--- config.mk ---
export PLATFORM = sky130hd
export DESIGN_NAME = car_ctrl
export DESIGN_NICKNAME = d
export VERILOG_FILES = /design/src/rtl/core/car_pkg.sv /design/src/rtl/core/car_ctrl.sv
export SDC_FILE = /design/constraint.sdc
export NUM_CORES = 1
export LEC_CHECK = 0
export BUFFER_PORTS_ARGS = -buffer_cell sky130_fd_sc_hd__clkbuf_2
export CAP_MARGIN = 5
export CELL_PAD_IN_SITES_DETAIL_PLACEMENT = 2
export CELL_PAD_IN_SITES_GLOBAL_PLACEMENT = 2
export CORE_UTILIZATION = 22
export CTS_CLUSTER_DIAMETER = 60
export DETAILED_ROUTE_END_ITERATION = 8
export GPL_ROUTABILITY_DRIVEN = 0
export PLACE_DENSITY_LB_ADDON = 0.1
export SETUP_SLACK_MARGIN = 0.02
export SYNTH_ARGS = -nofsm -noshare
export SYNTH_HDL_FRONTEND = slang
export SYNTH_SLANG_ARGS = --single-unit
--- constraint.sdc ---
create_clock -name i_clk -period 1.2 [get_ports i_clk]
set_input_delay 0.24 -clock i_clk [delete_from_list [all_inputs] [get_ports i_clk]]
set_output_delay 0.24 -clock i_clk [all_outputs]
set_load 0.02 [all_outputs]
--- src/rtl/core/car_pkg.sv ---
// Shared types, constants and arithmetic helpers for the comb/allpass reverb core.
package car_pkg;

    // Default delay line lengths
    localparam int COMB_LEN_A_DEF    = 1116;
    localparam int COMB_LEN_B_DEF    = 1188;
    localparam int COMB_LEN_C_DEF    = 1277;
    localparam int COMB_LEN_D_DEF    = 1356;
    localparam int ALLPASS_LEN_A_DEF = 556;
    localparam int ALLPASS_LEN_B_DEF = 441;

    localparam int SMP_W  = 24;
    localparam int COEF_W = 16;

    // Register reset values (Q1.15)
    localparam logic [COEF_W-1:0] GAIN_RST = 16'd492;
    localparam logic [COEF_W-1:0] ROOM_RST = 16'd16384;
    localparam logic [COEF_W-1:0] WET_RST  = 16'd16384;
    // damping 16384 -> d1 = floor(16384 * 2 / 5), d2 = 32768 - d1
    localparam logic [14:0]       D1_RST   = 15'd6553;
    localparam logic [15:0]       D2_RST   = 16'd26215;
    localparam logic [15:0]       UNITY    = 16'd32768;
    // reciprocal of 5 scaled by 2^18, exact for 17-bit operands
    localparam logic [16:0]       RECIP5   = 17'd52429;

    typedef enum logic [1:0] {
        CFG_GAIN = 2'd0,
        CFG_ROOM = 2'd1,
        CFG_DAMP = 2'd2,
        CFG_WET  = 2'd3
    } t_cfg_idx;

    // Multiplier operand selection
    typedef enum logic [2:0] {
        MOP_NONE,
        MOP_X_GAIN,
        MOP_Y_D2,
        MOP_LP_D1,
        MOP_LP_ROOM,
        MOP_O_WET
    } t_mop;

    typedef enum logic [3:0] {
        ST_CLEAR,
        ST_IDLE,
        ST_GAIN,
        ST_SCALE,
        ST_C_MUL,
        ST_C_MAC,
        ST_C_LP,
        ST_C_FB,
        ST_C_WR,
        ST_AP,
        ST_WET,
        ST_OUT
    } t_state;

    typedef struct packed {
        logic       clr;
        logic       load;
        logic       rd;
        t_mop       mop;
        logic       scale_ld;
        logic       lp_ld;
        logic       comb_wr;
        logic [1:0] comb_sel;
        logic       ap_wr;
        logic       ap_sel;
        logic       out_ld;
    } t_dp_cmd;

    typedef struct packed {
        logic clr_done;
        logic out_free;
    } t_dp_sts;

    // Round half up of a Q15-scaled value: floor((p + 2^14) / 2^15)
    function automatic logic signed [31:0] rnd15(input logic signed [46:0] p);
        logic signed [46:0] r;
        r = p + 47'sd16384;
        return 32'(r >>> 15);
    endfunction

    // Saturate to signed 24 bits
    function automatic logic signed [23:0] sat24(input logic signed [31:0] v);
        if (v > 32'sd8388607) begin
            return 24'sh7FFFFF;
        end else if (v < -32'sd8388608) begin
            return 24'sh800000;
        end
        return v[23:0];
    endfunction

endpackage

--- src/rtl/core/car_ctrl.sv ---
// Sequencer that steps the reverb datapath through one sample word.
module car_ctrl
    import car_pkg::*;
(
    input  logic    i_clk,
    input  logic    i_rst_n,
    input  logic    i_in_valid,
    output logic    o_in_ready,
    input  t_dp_sts i_sts,
    output t_dp_cmd o_cmd
);

    t_state     r_state, n_state;
    logic [1:0] r_k, n_k;
    logic       r_j, n_j;

    // State and loop counters
    always_ff @(posedge i_clk) begin
        if (!i_rst_n) begin
            r_state <= ST_CLEAR;
            r_k     <= '0;
            r_j     <= 1'b0;
        end else begin
            r_state <= n_state;
            r_k     <= n_k;
            r_j     <= n_j;
        end
    end

    // Next state and commands
    always_comb begin
        n_state        = r_state;
        n_k            = r_k;
        n_j            = r_j;
        o_in_ready     = 1'b0;
        o_cmd          = '0;
        o_cmd.mop      = MOP_NONE;
        o_cmd.comb_sel = r_k;
        o_cmd.ap_sel   = r_j;
        unique case (r_state)
            ST_CLEAR: begin
                o_cmd.clr = 1'b1;
                if (i_sts.clr_done) begin
                    n_state = ST_IDLE;
                end
            end
            ST_IDLE: begin
                o_in_ready = 1'b1;
                if (i_in_valid) begin
                    o_cmd.load = 1'b1;
                    o_cmd.rd   = 1'b1;
                    n_state    = ST_GAIN;
                end
            end
            ST_GAIN: begin
                o_cmd.mop = MOP_X_GAIN;
                n_state   = ST_SCALE;
            end
            ST_SCALE: begin
                o_cmd.scale_ld = 1'b1;
                n_k            = '0;
                n_state        = ST_C_MUL;
            end
            ST_C_MUL: begin
                o_cmd.mop = MOP_Y_D2;
                n_state   = ST_C_MAC;
            end
            ST_C_MAC: begin
                o_cmd.mop = MOP_LP_D1;
                n_state   = ST_C_LP;
            end
            ST_C_LP: begin
                o_cmd.lp_ld = 1'b1;
                n_state     = ST_C_FB;
            end
            ST_C_FB: begin
                o_cmd.mop = MOP_LP_ROOM;
                n_state   = ST_C_WR;
            end
            ST_C_WR: begin
                o_cmd.comb_wr = 1'b1;
                n_k           = r_k + 2'd1;
                if (r_k == 2'd3) begin
                    n_j     = 1'b0;
                    n_state = ST_AP;
                end else begin
                    n_state = ST_C_MUL;
                end
            end
            ST_AP: begin
                o_cmd.ap_wr = 1'b1;
                n_j         = 1'b1;
                if (r_j) begin
                    n_state = ST_WET;
                end
            end
            ST_WET: begin
                o_cmd.mop = MOP_O_WET;
                n_state   = ST_OUT;
            end
            ST_OUT: begin
                // hold until the output register can take the word
                if (i_sts.out_free) begin
                    o_cmd.out_ld = 1'b1;
                    n_state      = ST_IDLE;
                end
            end
            default: begin
                n_state = ST_CLEAR;
            end
        endcase
    end

endmodule

# Yosys cells after proc, flatten, opt, wreduce, memory -nomap -nowiden
# Index checks and enable logic that the tools add are counted.
# totals
regBits,7
inputBits,5
output_inout_bits,15
# op_classes
addsub,1
n_eq_ne,17
muxes,20
n_reduce_logical,5
# op_table
operator,count
$pmux 4 s12,1
$mux 4,5
$eq 4x3->1 const B,4
$eq 4x4->1 const B,4
$pmux 3 s5,1
$ne 2x2->1 const B,5
$mux 1,9
$eq 4x2->1 const B,2
$eq 4x1->1 const B,1
$logic_not 4->1,1
$mux 2,2
$pmux 2 s2,1
$reduce_and 4->1,1
$reduce_bool 2->1,2
$add 2x1->2 const B,1
$eq 2x2->1 const B,1
$pmux 1 s2,1
$reduce_and 2->1,1

# Depth between registers and ports, before layout
# logic_depth
word_depth,3
ltp_mapped,5

# Worst setup path before layout
# No wires, ideal clock.
# synth_path
path_kind,register to output
startpoint,register r_state[2]
endpoint,output o_cmd[12] (netlist name)
t_arrival_ns,1.546
path_slack_ns,-0.586
stages_incl_launch_ff,5
cell_sequence,dfxtp_1 -> clkbuf_4 -> nor3_1 -> and2_1 -> buf_4
# synth_lines
item,line,text
from (decl),car_ctrl.sv:13,"t_state r_state, n_state;"
from (signal assigned),car_ctrl.sv:24,r_state <= n_state;
to (decl),car_ctrl.sv:10,output t_dp_cmd o_cmd

==> run summary <==
footprint of the multi-input gates -> 554 um2
Placed Area -> 842 um2
grt total ovfl -> 0
Worst EP arrival -> 1240 ps
ys async rst share -> 0
fillcell total -> 231
first-pass GRT wire length -> 3.61 mm
fmax -> 676 MHz
max_slew headroom -> 0.691
Initial Util -> 0.241
warning count from the yosys run -> 0
post-route cell area -> 0.00123 mm2
Max IR drop VDD -> 0.645 mV
Final Cycle Share -> 1.23
clock skew -> 7.82 ps
DR WL/cell -> 17.6 um
post-place setup slack -> -184 ps
Reg clk slew, reported paths -> 60 ps
minimum clock period -> 1480 ps
detailed placement HPWL -> 1.63 mm
die area -> 0.00270 mm2
hold buffer count at cts -> 0
Hold EP -> r_state[2]$_SDFFE_PN0P_
#FFs+latches synth -> 7
die span in x -> 52.0 um
fin cells -> 145
Layout area overhead -> 124%
Critical Path RT -> 960 ps
largest net degree at the start of global routing -> 10
Port Buf Inserts -> 19
leakage power -> 0.495 nW
most frequent cell after synthesis -> nor2_1
final hold slack -> 224 ps
Longest Clk Path Bufs -> 2
final worst setup slack -> -280 ps
First-pass DRT Iterations -> 2
worst skew pair latency -> 260 ps
Reg2Reg Depth -> 4
post-route ant nets -> 0
Crit-path slowest cell -> dfxtp_4
RR Startpoint -> r_state[1]$_SDFFE_PN0P_
FF/Latch Area -> 156 um2
Num Clock Sinks -> 7
Yosys top cell area share -> 0.255
synthesized area -> 549 um2
initial antenna violation count -> 0
prevailing post-synth register cell -> dfxtp_1
measured slew at the worst slew-check pin -> 464 ps
net count after synthesis -> 79
min-delay src -> i_rst_n
sequential area share after synthesis -> 0.255
ranking of synthesized cells by area -> dfxtp_1, nor2_1, nor3_1
post-synthesis instance total -> 73
Die Y -> 52.0 um
DRC -> 0
Finish-stage setup viols -> 18
post-synth top area cell -> dfxtp_1
Top Family by Delay on Critical Path -> simple AND/OR/NAND/NOR gates
TritonCTS Buffers -> 3
Iter 0 DRT Violations -> 4
Hold Path Depth -> 2
Cell Rows -> 17
I/O pins -> 20
vias per cell -> 4.92
Power Density -> 862 mW/mm2
vias in the first global route -> 725
H-Tree Depth -> 1
Vias -> 713
status -> complete, but fails checks
final net count -> 124
WP buf/inv -> 2
Hold Crit Class -> primary input to flip-flop
RSZ-0062 raised after global routing -> true
Pins Over Slew Limit -> 0
Post-synth EDFFs -> 0
syn avg cell area -> 7.52 um2
placed insts -> 133
crit path kind -> flip-flop to output pin
violated checks -> negative setup slack
Post-Route WL -> 2.55 mm
Worst setup SP type -> flip-flop
share of layout cells above drive strength 1 -> 0.735
CTS Root Cell -> clkbuf_4
Worst setup EP type -> output pin
CP max stage delay -> 360 ps
flop2flop setup slack -> -260 ps
Core ar. -> 0.00228 mm2
Hold Fails Final Rpt -> 0
Antenna diodes -> 0
cells along the critical path -> buf_6, nor3_4, and2_4, buf_8
MaxCap Viol Count -> 0
FF-to-FF End -> r_state[0]$_SDFFE_PN0P_
Synth top cells by count -> nor2_1, dfxtp_1, nand2_1, nor3_1
Worst Path Max Fanout -> 5
gr usage total -> 0.191
synth unique cells -> 33
CTS tree -> yes
==> how the worst max path moves through the flow <==
stage | startpoint | endpoint | depth (start not counted)
finish | r_state[3]$_SDFFE_PN0P_ | o_cmd[11] | 4
global route | r_state[0]$_SDFFE_PN0P_ | o_cmd[10] | 5
CTS | r_state[0]$_SDFFE_PN0P_ | o_cmd[10] | 5
detailed placement | r_state[1]$_SDFFE_PN0P_ | r_k[1]$_SDFFE_PN0P_ | 5
global placement | r_state[1]$_SDFFE_PN0P_ | r_state[0]$_SDFFE_PN0P_ | 3
floorplan | r_state[1]$_SDFFE_PN0P_ | o_cmd[12] | 4
==> area by class of cell <==
type / instances / area share
well taps: 28 / 0.0285
repair buffers: 47 / 0.357
clock buffers: 4 / 0.0214
multi-input cells: 54 / 0.451
inverters: 5 / 0.0153
flip-flops and latches: 7 / 0.127
==> logic make-up after synthesis <==
logic type | share of synthesized area
AND/OR/NAND/NOR | 0.326
AO/OA/AOI/OAI | 0.223
buffers and inverters | 0.128
flip-flops | 0.255
multiplexers | 0.0456
adder cells (fa/ha/maj) | 0.0228
==> worst register-to-register path, stage by stage (launching register included) <==
cell	delay (ps)
dfxtp_4	360
buf_6	120
mux2_4	290
or3_4	370
a311oi_2	230
==> power breakdown <==
group / switching, W / internal (W) / total (W)
sequential: 0.0000269 / 0.000246 / 0.000273
clock: 0.000107 / 0.000128 / 0.000236
combinational: 0.000278 / 0.000274 / 0.000552
==> metal layers <==
metal	wire length, um	track usage	vias up	share of wire
li1	-	-	347	-
met1	1070	0.220	345	0.42
met2	1380	0.331	17	0.54
met3	62	0.0292	4	0.024
met4	42	0.108	0	0.016
met5	0	0	-	0
==> timing repair <==
| item | 4_1_cts | 5_1_grt |
|---|---|---|
| endpoints found under the setup margin | 19 | 19 |
| setup buffers | 5 | 4 |
| pin swaps | 3 | 4 |
| gates resized for setup | 45 | 35 |
| hold endpoints to repair | 0 | 0 |
==> cells in the final DEF, fill, tap and decap left out, types with 2 or more instances in the layout <==
cell	instances
clkbuf_8	2
nand2_1	5
dfxtp_2	4
nand2b_4	3
nor3_4	4
clkbuf_4	3
clkbuf_2	6
nor2_4	4
buf_8	5
buf_6	11
buf_4	21
nor2_1	6
dfxtp_4	3
a21oi_2	3
inv_1	5
==> through the flow <==
step                      total power, W  setup TNS [ps]  utilization
final                            0.00106           -3540        0.540
after global routing             0.00113           -4590        0.540
after global placement          0.000620           -1040        0.370
after CTS                       0.000966           -3630        0.472
after detailed placement        0.000632           -1490        0.370
after floorplan                 0.000497            -476            -
==> flip-flops by register name, indices dropped and copies added (netlist names) <==
| signal | cells |
|---|---|
| r_j | 1 |
| r_state | 4 |
| r_k | 2 |
No activity file was read; power rests on OpenSTA's default activity.
